<file path="config.mk">
export PLATFORM = sky130hd
export DESIGN_NAME = base64_stream_decoder_unit_flat
export DESIGN_NICKNAME = d
export VERILOG_FILES = /design/src/rtl/b64sd_pkg.sv /design/src/rtl/b64sd_if.sv /design/src/rtl/b64sd_front.sv /design/src/rtl/b64sd_queue.sv /design/src/rtl/b64sd_back.sv /design/src/rtl/base64_stream_decoder_unit.sv /design/src/flat_wrapper.sv
export SDC_FILE = /design/constraint.sdc
export NUM_CORES = 1
export LEC_CHECK = 0
export ABC_CLOCK_PERIOD_IN_PS = 6700
export BUFFER_PORTS_ARGS = -buffer_cell sky130_fd_sc_hd__buf_2
export CORE_MARGIN = 1
export CORE_UTILIZATION = 55
export CTS_CLUSTER_SIZE = 10
export DETAILED_ROUTE_END_ITERATION = 12
export GPL_ROUTABILITY_DRIVEN = 0
export PLACE_DENSITY = 0.83
export SKIP_LAST_GASP = 1
export SYNTH_ARGS = -nofsm -noshare
export SYNTH_HDL_FRONTEND = slang
export SYNTH_SLANG_ARGS = --single-unit
export TNS_END_PERCENT = 5
</file>
<file path="constraint.sdc">
create_clock -name clk -period 6.7 [get_ports clk]
set_clock_uncertainty 0.1 [all_clocks]
set_input_delay 1.34 -clock clk [delete_from_list [all_inputs] [get_ports clk]]
set_output_delay 1.34 -clock clk [all_outputs]
set_load 0.1 [all_outputs]
</file>
<file path="src/rtl/b64sd_pkg.sv">
// ----------------------------------------------------------------------------
// b64sd_pkg
// shared types, character codes and the symbol decode for the base64
// stream decoder
// ----------------------------------------------------------------------------
package b64sd_pkg;

  // character codes
  localparam logic [7:0] CH_CR    = 8'h0d;
  localparam logic [7:0] CH_LF    = 8'h0a;
  localparam logic [7:0] CH_SP    = 8'h20;
  localparam logic [7:0] CH_TAB   = 8'h09;
  localparam logic [7:0] CH_PAD   = 8'h3d;  // '='
  localparam logic [7:0] CH_PLUS  = 8'h2b;  // '+'
  localparam logic [7:0] CH_SLASH = 8'h2f;  // '/'
  localparam logic [7:0] CH_UP_A  = 8'h41;
  localparam logic [7:0] CH_UP_Z  = 8'h5a;
  localparam logic [7:0] CH_LO_A  = 8'h61;
  localparam logic [7:0] CH_LO_Z  = 8'h7a;
  localparam logic [7:0] CH_DIG_0 = 8'h30;
  localparam logic [7:0] CH_DIG_9 = 8'h39;

  // symbol value offsets
  localparam logic [5:0] OFS_LOWER = 6'd26;
  localparam logic [5:0] OFS_DIGIT = 6'd52;
  localparam logic [5:0] VAL_PLUS  = 6'd62;
  localparam logic [5:0] VAL_SLASH = 6'd63;

  // width of the reported byte total
  localparam int TOTAL_W = 16;

  // slots in the queue between front and back
  localparam int QDEPTH = 2;

  // decoded symbol: ok flag and 6-bit value
  typedef struct packed {
    logic       ok;
    logic [5:0] val;
  } sym_t;

  // work handed from front to back: up to three kept bytes of one item
  typedef struct packed {
    logic [2:0][7:0]      bytes;   // kept bytes in output order, slot 0 first
    logic [1:0]           nk;      // number of kept bytes
    logic                 eos;     // item closes the string
    logic [TOTAL_W-1:0]   base;    // byte count before this item
  } job_t;

  function automatic sym_t sym_decode(input logic [7:0] c);
    sym_t s;
    s.ok  = 1'b1;
    s.val = 6'd0;
    if (c >= CH_UP_A && c <= CH_UP_Z) begin
      s.val = 6'(c - CH_UP_A);
    end else if (c >= CH_LO_A && c <= CH_LO_Z) begin
      s.val = 6'(c - CH_LO_A) + OFS_LOWER;
    end else if (c >= CH_DIG_0 && c <= CH_DIG_9) begin
      s.val = 6'(c - CH_DIG_0) + OFS_DIGIT;
    end else if (c == CH_PLUS) begin
      s.val = VAL_PLUS;
    end else if (c == CH_SLASH) begin
      s.val = VAL_SLASH;
    end else begin
      s.ok = 1'b0;
    end
    return s;
  endfunction

endpackage

</file>
<file path="src/rtl/b64sd_if.sv">
// ----------------------------------------------------------------------------
// b64sd channel interfaces
// valid/ready channels for encoded characters in and decoded results out
// ----------------------------------------------------------------------------
interface b64sd_in_if;
  logic        valid;
  logic        ready;
  logic [7:0]  character;
  logic        end_of_string;
  logic [15:0] output_limit;

  modport source (output valid, output character, output end_of_string,
                  output output_limit, input ready);
  modport sink   (input valid, input character, input end_of_string,
                  input output_limit, output ready);
endinterface

interface b64sd_out_if;
  logic        valid;
  logic        ready;
  logic [7:0]  data_byte;
  logic        byte_valid;
  logic        run_last;
  logic        string_done;
  logic [15:0] total_written;

  modport source (output valid, output data_byte, output byte_valid,
                  output run_last, output string_done, output total_written,
                  input ready);
  modport sink   (input valid, input data_byte, input byte_valid,
                  input run_last, input string_done, input total_written,
                  output ready);
endinterface

</file>
<file path="src/rtl/b64sd_front.sv">
// ----------------------------------------------------------------------------
// b64sd_front
// classifies characters, collects groups of four symbols, applies the byte
// limit and hands one job per producing item to the queue
// ----------------------------------------------------------------------------
module b64sd_front #(
  parameter int COUNT_BITS = 16
) (
  input  logic                clk,
  input  logic                rst_n,
  input  logic                accept,
  input  logic [7:0]          character,
  input  logic                end_of_string,
  input  logic [15:0]         output_limit,
  output logic                push,
  output b64sd_pkg::job_t     job
);

  localparam int CMP_W = ((COUNT_BITS > 16) ? COUNT_BITS : 16) + 1;
  localparam logic [CMP_W-1:0] CNT_MAX = CMP_W'({COUNT_BITS{1'b1}});

  logic [1:0]            fill_r, fill_nxt;
  logic [COUNT_BITS-1:0] bw_r, bw_nxt;
  logic [2:0][5:0]       sym_r;
  logic                  pad2_r;

  b64sd_pkg::sym_t       dec;
  logic                  is_ws, is_pad, take, full;
  logic [5:0]            cur_sym;
  logic [7:0]            b0, b1, b2;
  logic [1:0]            nc, nk;
  logic [2:0]            room;
  logic [CMP_W-1:0]      lim_e, bw_e;

  // classify the character
  always_comb begin
    dec     = b64sd_pkg::sym_decode(character);
    is_ws   = (character == b64sd_pkg::CH_CR) || (character == b64sd_pkg::CH_LF) ||
              (character == b64sd_pkg::CH_SP) || (character == b64sd_pkg::CH_TAB);
    is_pad  = (character == b64sd_pkg::CH_PAD);
    take    = !is_ws && (dec.ok || is_pad);
    cur_sym = is_pad ? 6'd0 : dec.val;
    full    = take && (fill_r == 2'd3);
  end

  // assemble the three bytes of a full group and the candidate count
  always_comb begin
    b0 = {sym_r[0], sym_r[1][5:4]};
    b1 = {sym_r[1][3:0], sym_r[2][5:2]};
    b2 = {sym_r[2][1:0], cur_sym};
    if (full) begin
      nc = 2'd1 + 2'(!pad2_r) + 2'(!is_pad);
    end else begin
      nc = 2'd0;
    end
  end

  // room left under the limit and under the counter ceiling
  always_comb begin
    lim_e = CMP_W'(output_limit);
    bw_e  = CMP_W'(bw_r);
    for (int j = 0; j < 3; j++) begin
      room[j] = ((bw_e + CMP_W'(j)) < lim_e) && ((bw_e + CMP_W'(j)) < CNT_MAX);
    end
    nk = 2'((nc >= 2'd1) && room[0]) + 2'((nc >= 2'd2) && room[1]) +
         2'((nc == 2'd3) && room[2]);
  end

  // job to the queue
  always_comb begin
    job.bytes[0] = b0;
    job.bytes[1] = pad2_r ? b2 : b1;
    job.bytes[2] = b2;
    job.nk       = nk;
    job.eos      = end_of_string;
    job.base     = b64sd_pkg::TOTAL_W'(bw_r);
    push         = accept && ((nk != 2'd0) || end_of_string);
  end

  // next group fill and byte count
  always_comb begin
    fill_nxt = fill_r;
    bw_nxt   = bw_r;
    if (accept) begin
      if (end_of_string) begin
        fill_nxt = 2'd0;
        bw_nxt   = '0;
      end else begin
        if (take) begin
          fill_nxt = fill_r + 2'd1;
        end
        bw_nxt = bw_r + COUNT_BITS'(nk);
      end
    end
  end

  always_ff @(posedge clk) begin
    if (!rst_n) begin
      fill_r <= 2'd0;
      bw_r   <= '0;
    end else begin
      fill_r <= fill_nxt;
      bw_r   <= bw_nxt;
    end
  end

  // group symbol storage
  always_ff @(posedge clk) begin
    if (accept && take && (fill_r != 2'd3)) begin
      sym_r[fill_r] <= cur_sym;
      if (fill_r == 2'd2) begin
        pad2_r <= is_pad;
      end
    end
  end

endmodule

</file>
<file path="src/rtl/b64sd_queue.sv">
// ----------------------------------------------------------------------------
// b64sd_queue
// short fifo of jobs between the front and the back
// ----------------------------------------------------------------------------
module b64sd_queue (
  input  logic             clk,
  input  logic             rst_n,
  input  logic             push,
  input  b64sd_pkg::job_t  push_job,
  output logic             not_full,
  input  logic             pop,
  output logic             head_valid,
  output b64sd_pkg::job_t  head_job
);

  localparam int PW = $clog2(b64sd_pkg::QDEPTH);
  localparam int CW = $clog2(b64sd_pkg::QDEPTH + 1);

  b64sd_pkg::job_t mem [b64sd_pkg::QDEPTH];
  logic [PW-1:0]   wr_ptr_r, wr_ptr_nxt, rd_ptr_r, rd_ptr_nxt;
  logic [CW-1:0]   cnt_r, cnt_nxt;
  logic            do_push, do_pop;

  // occupancy and pointers
  always_comb begin
    not_full   = (cnt_r != CW'(b64sd_pkg::QDEPTH));
    head_valid = (cnt_r != '0);
    head_job   = mem[rd_ptr_r];
    do_push    = push && not_full;
    do_pop     = pop && head_valid;
    wr_ptr_nxt = wr_ptr_r;
    rd_ptr_nxt = rd_ptr_r;
    if (do_push) begin
      wr_ptr_nxt = (wr_ptr_r == PW'(b64sd_pkg::QDEPTH - 1)) ? '0 : wr_ptr_r + 1'b1;
    end
    if (do_pop) begin
      rd_ptr_nxt = (rd_ptr_r == PW'(b64sd_pkg::QDEPTH - 1)) ? '0 : rd_ptr_r + 1'b1;
    end
    cnt_nxt = cnt_r + CW'(do_push) - CW'(do_pop);
  end

  always_ff @(posedge clk) begin
    if (!rst_n) begin
      wr_ptr_r <= '0;
      rd_ptr_r <= '0;
      cnt_r    <= '0;
    end else begin
      wr_ptr_r <= wr_ptr_nxt;
      rd_ptr_r <= rd_ptr_nxt;
      cnt_r    <= cnt_nxt;
    end
  end

  // job storage
  always_ff @(posedge clk) begin
    if (do_push) begin
      mem[wr_ptr_r] <= push_job;
    end
  end

endmodule

</file>
<file path="src/rtl/b64sd_back.sv">
// ----------------------------------------------------------------------------
// b64sd_back
// walks the head job one result at a time into the output register
// ----------------------------------------------------------------------------
module b64sd_back (
  input  logic             clk,
  input  logic             rst_n,
  input  logic             head_valid,
  input  b64sd_pkg::job_t  head_job,
  output logic             pop,
  b64sd_out_if.source      out_chan
);

  logic [1:0]  idx_r, idx_nxt;
  logic        ov_r, ov_nxt;
  logic [7:0]  data_r;
  logic        bvalid_r, last_r, done_r;
  logic [15:0] total_r;
  logic        load, is_last, has_byte;

  // pick the next result from the head job
  always_comb begin
    has_byte = (head_job.nk != 2'd0);
    is_last  = !has_byte || (idx_r == head_job.nk - 2'd1);
    load     = head_valid && (!ov_r || out_chan.ready);
    pop      = load && is_last;
    idx_nxt  = idx_r;
    if (pop) begin
      idx_nxt = 2'd0;
    end else if (load) begin
      idx_nxt = idx_r + 2'd1;
    end
    ov_nxt = ov_r;
    if (load) begin
      ov_nxt = 1'b1;
    end else if (out_chan.ready) begin
      ov_nxt = 1'b0;
    end
  end

  always_ff @(posedge clk) begin
    if (!rst_n) begin
      idx_r <= 2'd0;
      ov_r  <= 1'b0;
    end else begin
      idx_r <= idx_nxt;
      ov_r  <= ov_nxt;
    end
  end

  // output beat register
  always_ff @(posedge clk) begin
    if (load) begin
      data_r   <= has_byte ? head_job.bytes[idx_r] : 8'd0;
      bvalid_r <= has_byte;
      last_r   <= is_last;
      done_r   <= is_last && head_job.eos;
      total_r  <= has_byte ? head_job.base + 16'(idx_r) + 16'd1 : head_job.base;
    end
  end

  assign out_chan.valid         = ov_r;
  assign out_chan.data_byte     = data_r;
  assign out_chan.byte_valid    = bvalid_r;
  assign out_chan.run_last      = last_r;
  assign out_chan.string_done   = done_r;
  assign out_chan.total_written = total_r;

endmodule

</file>
<file path="src/rtl/base64_stream_decoder_unit.sv">
// an accepted character's results pass the job queue, then the output register
// throughput: one character per cycle in while the queue has room; one result beat
//   per cycle out while the receiver is ready; four symbols give up to three beats
// the two-slot job queue lets the input run on while the output drains
// reset (synchronous, active low) empties the queue and output and clears the count
// ----------------------------------------------------------------------------
// base64_stream_decoder_unit
// streaming base64 decoder: character in, decoded bytes and string totals out
// ----------------------------------------------------------------------------
module base64_stream_decoder_unit #(
  parameter int COUNT_BITS = 16
) (
  input  logic          clk,
  input  logic          rst_n,
  b64sd_in_if.sink      in_chan,
  b64sd_out_if.source   out_chan
);

  logic             accept, push, not_full, pop, head_valid;
  b64sd_pkg::job_t  job, head_job;

  // input beat handshake
  assign in_chan.ready = not_full;
  assign accept        = in_chan.valid && not_full;

  b64sd_front #(
    .COUNT_BITS (COUNT_BITS)
  ) u_front (
    .clk           (clk),
    .rst_n         (rst_n),
    .accept        (accept),
    .character     (in_chan.character),
    .end_of_string (in_chan.end_of_string),
    .output_limit  (in_chan.output_limit),
    .push          (push),
    .job           (job)
  );

  b64sd_queue u_queue (
    .clk        (clk),
    .rst_n      (rst_n),
    .push       (push),
    .push_job   (job),
    .not_full   (not_full),
    .pop        (pop),
    .head_valid (head_valid),
    .head_job   (head_job)
  );

  b64sd_back u_back (
    .clk        (clk),
    .rst_n      (rst_n),
    .head_valid (head_valid),
    .head_job   (head_job),
    .pop        (pop),
    .out_chan   (out_chan)
  );

endmodule

</file>
<file path="src/flat_wrapper.sv">
// flat-port wrapper written by rule: the top's interface ports become plain ports
module base64_stream_decoder_unit_flat 
#(
  parameter int COUNT_BITS = 16
)
  (clk, rst_n, in_chan_valid, in_chan_character, in_chan_end_of_string, in_chan_output_limit, in_chan_ready, out_chan_valid, out_chan_data_byte, out_chan_byte_valid, out_chan_run_last, out_chan_string_done, out_chan_total_written, out_chan_ready);
  b64sd_in_if in_chan_i ();
  b64sd_out_if out_chan_i ();
  input  logic clk;
  input  logic rst_n;
  input wire logic [$bits(in_chan_i.valid)-1:0] in_chan_valid;
  input wire logic [$bits(in_chan_i.character)-1:0] in_chan_character;
  input wire logic [$bits(in_chan_i.end_of_string)-1:0] in_chan_end_of_string;
  input wire logic [$bits(in_chan_i.output_limit)-1:0] in_chan_output_limit;
  output wire logic [$bits(in_chan_i.ready)-1:0] in_chan_ready;
  output wire logic [$bits(out_chan_i.valid)-1:0] out_chan_valid;
  output wire logic [$bits(out_chan_i.data_byte)-1:0] out_chan_data_byte;
  output wire logic [$bits(out_chan_i.byte_valid)-1:0] out_chan_byte_valid;
  output wire logic [$bits(out_chan_i.run_last)-1:0] out_chan_run_last;
  output wire logic [$bits(out_chan_i.string_done)-1:0] out_chan_string_done;
  output wire logic [$bits(out_chan_i.total_written)-1:0] out_chan_total_written;
  input wire logic [$bits(out_chan_i.ready)-1:0] out_chan_ready;
  assign in_chan_i.valid = in_chan_valid;
  assign in_chan_i.character = in_chan_character;
  assign in_chan_i.end_of_string = in_chan_end_of_string;
  assign in_chan_i.output_limit = in_chan_output_limit;
  assign in_chan_ready = in_chan_i.ready;
  assign out_chan_valid = out_chan_i.valid;
  assign out_chan_data_byte = out_chan_i.data_byte;
  assign out_chan_byte_valid = out_chan_i.byte_valid;
  assign out_chan_run_last = out_chan_i.run_last;
  assign out_chan_string_done = out_chan_i.string_done;
  assign out_chan_total_written = out_chan_i.total_written;
  assign out_chan_i.ready = out_chan_ready;
  base64_stream_decoder_unit #(.COUNT_BITS(COUNT_BITS)) u_core (.clk(clk), .rst_n(rst_n), .in_chan(in_chan_i), .out_chan(out_chan_i));
endmodule
</file>
* Word-level counts from Yosys, hierarchy flattened
Memories as Yosys holds them, arrays and structs flattened. A register that Yosys moved wholly into a read port is not among the register bits.
Cells that the tools add are included.
** Storage, ports and cells
- Latch bits :: 0
- Word-level logic and storage cells :: 140
- Input port bits :: 29
- Output and inout bits :: 29
- Memories :: 1
- Register bits :: 71
- RAM bits :: 86
- ROM bits :: 0
** Memory list
- u_core.u_queue.mem :: words 2, width 43, rd ports 1, clocked after Yosys merged registers in 1, wr ports 1, line b64sd_queue.sv:19 : b64sd_pkg::job_t mem [b64sd_pkg::QDEPTH];
** Cells by class
- Shift operators :: 0
- Multiplexer cells :: 30
- Add/sub/neg operators :: 21
- $lt $le $gt $ge :: 17
- Eq/ne operators :: 13
- Reductions and logical operators :: 41
- $mul :: 0
- Div/mod/pow operators :: 0
- Bitwise gates (word level) :: 1
** Operator list (number)
- 6-bit 2-to-1 mux :: 7
- 17-bit by 16-bit < comparator with 1-bit output :: 2
- 17-bit by 16-bit < comparator with 1-bit output (second input constant) :: 2
- 16-bit by 2-bit adder with 16-bit output :: 2
- 8-bit by 6-bit == test with 1-bit output (second input constant) :: 4
- 16-bit 2-to-1 mux :: 2
- 8-bit by 4-bit == test with 1-bit output (second input constant) :: 3
- 1-bit logical AND :: 21
- 18-bit bitwise mux :: 1
- 16-bit by 1-bit adder with 17-bit output (second input constant) :: 1
- 16-bit by 2-bit adder with 17-bit output (second input constant) :: 1
- 16-bit by 1-bit adder with 16-bit output (second input constant) :: 1
- 8-bit binary-select mux with 2-bit select :: 1
- 8-bit by 7-bit >= comparator with 1-bit output (second input constant) :: 2
- 8-bit by 7-bit <= comparator with 1-bit output (second input constant) :: 2
- 16-bit < comparator :: 1
- 16-bit < comparator (second input constant) :: 1
- 8-bit 2-to-1 mux :: 2
- 1-bit 2-to-1 mux :: 13
- 6-bit demux with 2-bit select :: 1
- 6-bit subtractor (second input constant) :: 2
- 2-bit nonzero test :: 5
- 8-bit by 6-bit >= comparator with 1-bit output (second input constant) :: 1
- 8-bit by 6-bit <= comparator with 1-bit output (second input constant) :: 1
- other kinds (22) :: 44

* Logic depth before layout (Yosys ltp)
- Depth in word-level cells :: 20
- Depth in mapped cells :: 21
- Gate-level depth less buffers :: 19

* Cells and area by module
Synthesis repeated with hierarchy kept, for this count alone.
** Second synthesis, totals
- Cell total of the unflattened synthesis :: 757
- Area total of the unflattened synthesis :: 8903.5 um^2
** By module, submodules not included
- b64sd_front :: instances 1, area each 3952.5 um^2, seq. area each 930.9 um^2, cells each 456
- b64sd_queue :: instances 1, area each 3379.5 um^2, seq. area each 2682.6 um^2, cells each 163
- b64sd_back :: instances 1, area each 1565.3 um^2, seq. area each 870.8 um^2, cells each 137
- base64_stream_decoder_unit :: instances 1, area each 6.3 um^2, seq. area each 0.0 um^2, cells each 1

* Worst setup path after synthesis
No wires, ideal clock.
- Path type :: input to register
- Start point :: input port in_chan_character[2]
- End point :: memory u_core.u_queue.mem[0][0] in the netlist's numbering (enable)
- Stages :: 12
- Library setup time :: 445 ps
- Arrival time :: 5446 ps
- Setup slack :: 709 ps
- Data required time :: 6155 ps
- Buffers on the path :: 1
- Path through :: inv_1 > ha_1 > nor2b_1 > o21ai_1 > and2_0 > clkbuf_1 > o41a_1 > nand2_1 > nor3_1 > fa_1 > o31ai_1 > nor2_1
** RTL lines
- start, declared :: line flat_wrapper.sv:12 : input wire logic [$bits(in_chan_i.character)-1:0] in_chan_character;
- end, declared :: line b64sd_queue.sv:19

==> run_results.csv <==
group,metric,value,unit
cts,post-cts-setup-buffers,0,
synth,ys_ff_latch,158,
synth,ys_top_cells_by_area,"edfxtp_1, ha_1, dfxtp_1",
drt,remaining_drc_errors,0,
floorplanning,die_y,128,µm
cts,path_clk_slew,60,ps
layout,antenna_cells,0,
timing,final_max_slew_viol_count,0,
drt,drtIter0Drc,578,
synth,synth_area_per_cell,11.8,µm²
timing,timing.final.crit_period,5600,ps
timing,rsz0062_at_grt,"no",
grt,grt_pass1_wl,28.1,mm
placement,dp_cells,989,
floorplanning,ioPinCount,58,
placement,port_buffers,57,
grt,grt_max_degree,36,
synth,synth_flop_cell,"edfxtp_1",
pwr,finalPower,3.52,mW
worst_setup_path,worstSetupStartpointType,"register",
drt,routed_wl,17.7,mm
synth,synth_warnings,0,
cts,h-tree-depth,4,
placement,dp_hpwl,12.3,mm
cts,cts_tree,"yes",
layout,fin_cells,1021,
floorplanning,rows,45,
synth,async_flop_share,0,%
outcome,status,"finished, final reports clean",
worst_setup_path,path_max_fanout,13,
synth,synth.most_common_cell,"edfxtp_1",
timing,slew_headroom,16.3,%
floorplanning,core_area,0.0154,mm²
worst_setup_path,cp_data_arrival_time,5780,ps
synth,synthCells,746,
cts,clkLatencyLatePin,420,ps
pwr,power.leakage,3.83,nW
timing,finalSetupViolations,0,
synth,yosysTopAreaCell,"edfxtp_1",
synth,synth_cell_types,71,
worst_setup_path,worstSetupPathType,"register to register",
drt,drt-wirelength-per-cell,17.4,µm
job,max_cap_violations,0,
drt,viasPerCell,5.81,
layout,area_delta_synth_final,11.9,%
synth,synth_edf_count,132,
pwr,powerDensity,359,mW/mm²
drt,drtPass1Iterations,6,
worst_setup_path,cp-end-kind,"register",
grt,grt_overflow,0,
cts,cts_resized,0,
cts,holdBufCountCts,0,
worst_setup_path,required,6880,ps
timing,fmax,179,MHz
grt,grt_antenna_before_repair,0,
cts,clock_path_buffers,2,
floorplanning,die_area,0.0164,mm²
layout,drive_above_1_share,16.5,%
synth,ys_seq_area_share,51.1,%
timing,finalHoldViolations,0,
floorplanning,initial_utilization,57.0,%
timing,fin_crit_sh,83.6,%
timing,finalSetupTns,0,ps
pwr,vdd_drop_max,0.000203,V
cts,numCtsBuffers,17,
synth,syn-num-nets,848,
floorplanning,die_w,128,µm
layout,nets,899,
drt,ant_nets,0,
hold_path,hold_path_depth,0,
drt,num_vias,5929,
synth,synth_commonest_cells,"edfxtp_1, ha_1, nor2_1, nand2_1, inv_1",
cts,cts_root_buf,"clkbuf_16",
synth,synth_top_area_share,45.2,%
timing,worst_pin_slew,1250,ps
grt,grt_pass1_vias,5497,
hold_path,worstHoldPathType,"register to register",
cts,clkSinkCount,158,
grt,track_usage,22.6,%
worst_setup_path,reg2reg_depth,19,
synth,syn_area,0.00877,mm²
[per-layer routing]
layer	routed length (µm)	GRT usage, %	vias up
met5	0	0	-
met4	354	7.13	0
met3	1270	4.88	32
met2	8300	36.3	237
met1	7820	30.6	2804
li1	-	-	2856
[metrics by stage]
step	hold slack (ps)	setup WS, ps	utilization (%)	area (µm²)
after floorplan	321	709	-	8770
after global routing	344	733	63.8	9810
after global placement	323	994	60.1	9240
after detailed placement	330	875	60.1	9240
after CTS	341	1170	63.8	9810
final	341	1100	63.8	9810
[layout by cell type (no fill, tap or decap), types with 9 or more instances in the layout]
cell type,n
a21oi_1,32
and2_1,9
buf_2,57
clkbuf_16,17
dfxtp_1,25
edfxtp_1,132
ha_1,70
inv_1,42
mux2_2,19
mux2i_1,16
nand2_1,46
nand3_1,20
nand4_1,14
nor2_1,58
nor2b_1,11
nor3_1,16
o21ai_0,21
xnor2_1,27
xor2_1,33
[registers in the layout, summed over array words and instances (netlist names), named ones only]
register                              count
u_core.u_back.out_chan.run_last           1
u_core.u_front.job                       10
u_core.u_back.out_chan.valid              1
u_core.u_front.pad2_r                     1
u_core.u_front.fill_r                     2
u_core.u_queue.wr_ptr_r                   1
u_core.u_back.out_chan.data_byte          8
u_core.u_front.b1                         8
u_core.u_back.out_chan.byte_valid         1
u_core.u_back.out_chan.total_written     16
u_core.u_queue.rd_ptr_r                   1
u_core.u_back.out_chan.string_done        1
u_core.u_front.bw_r                      16
u_core.u_queue.cnt_r                      2
u_core.u_queue.mem                       86
u_core.u_back.idx_r                       2
[cell families after synthesis]
family | share of synthesized area (%)
adder cells (fa/ha/maj) | 10.7
AND/OR/NAND/NOR | 13.8
buffers and inverters | 3.75
multiplexers | 6.45
AO/OA/AOI/OAI | 8.13
XOR/XNOR | 5.99
flip-flops | 51.1
[area by class of cell]
cell class	count	area (µm²)
multi-input cells	514	3970
clock buffers	24	472
repair buffers	63	355
inverters	43	161
fillers	1138	5560
flip-flops and latches	158	4490
well taps	211	264
clock inverters	8	106
[report_power, final]
group	total [mW]	internal, mW	switching [mW]
registers	1.34	1.26	0.0763
logic	1.25	0.298	0.951
clock network	0.933	0.571	0.362
total	3.52	2.13	1.39
[critical path, stage by stage, from the launching register on]
cell       delay [ps]
dfxtp_1           680
and2_1            230
nand4_1           300
nor2_1            240
xor2_1            270
ha_1              300
and4_1            240
and3_1            190
a211oi_1          220
a31oi_1           140
o2111ai_1         230
nor4bb_1          340
fa_1              290
ha_1              180
inv_1              50
fa_1              400
or4_1             630
nor3_1            210
xnor2_1           140
nor2_1             60
[final timing paths]
path / from / end / slack, ps
setup / recovery: u_core.u_front.bw_r[3]$_SDFFE_PN0P_ / u_core.u_front.bw_r[14]$_SDFFE_PN0P_ / 1100
hold / removal: u_core.u_front.job[19]$_DFFE_PP_ / u_core.u_queue.mem[0][19]$_DFFE_PP_ / 340
setup reg to reg: u_core.u_front.bw_r[3]$_SDFFE_PN0P_ / u_core.u_front.bw_r[14]$_SDFFE_PN0P_ / 1100
hold reg to reg: u_core.u_front.job[19]$_DFFE_PP_ / u_core.u_queue.mem[0][19]$_DFFE_PP_ / 340
No activity file was read; power rests on OpenSTA's default activity.
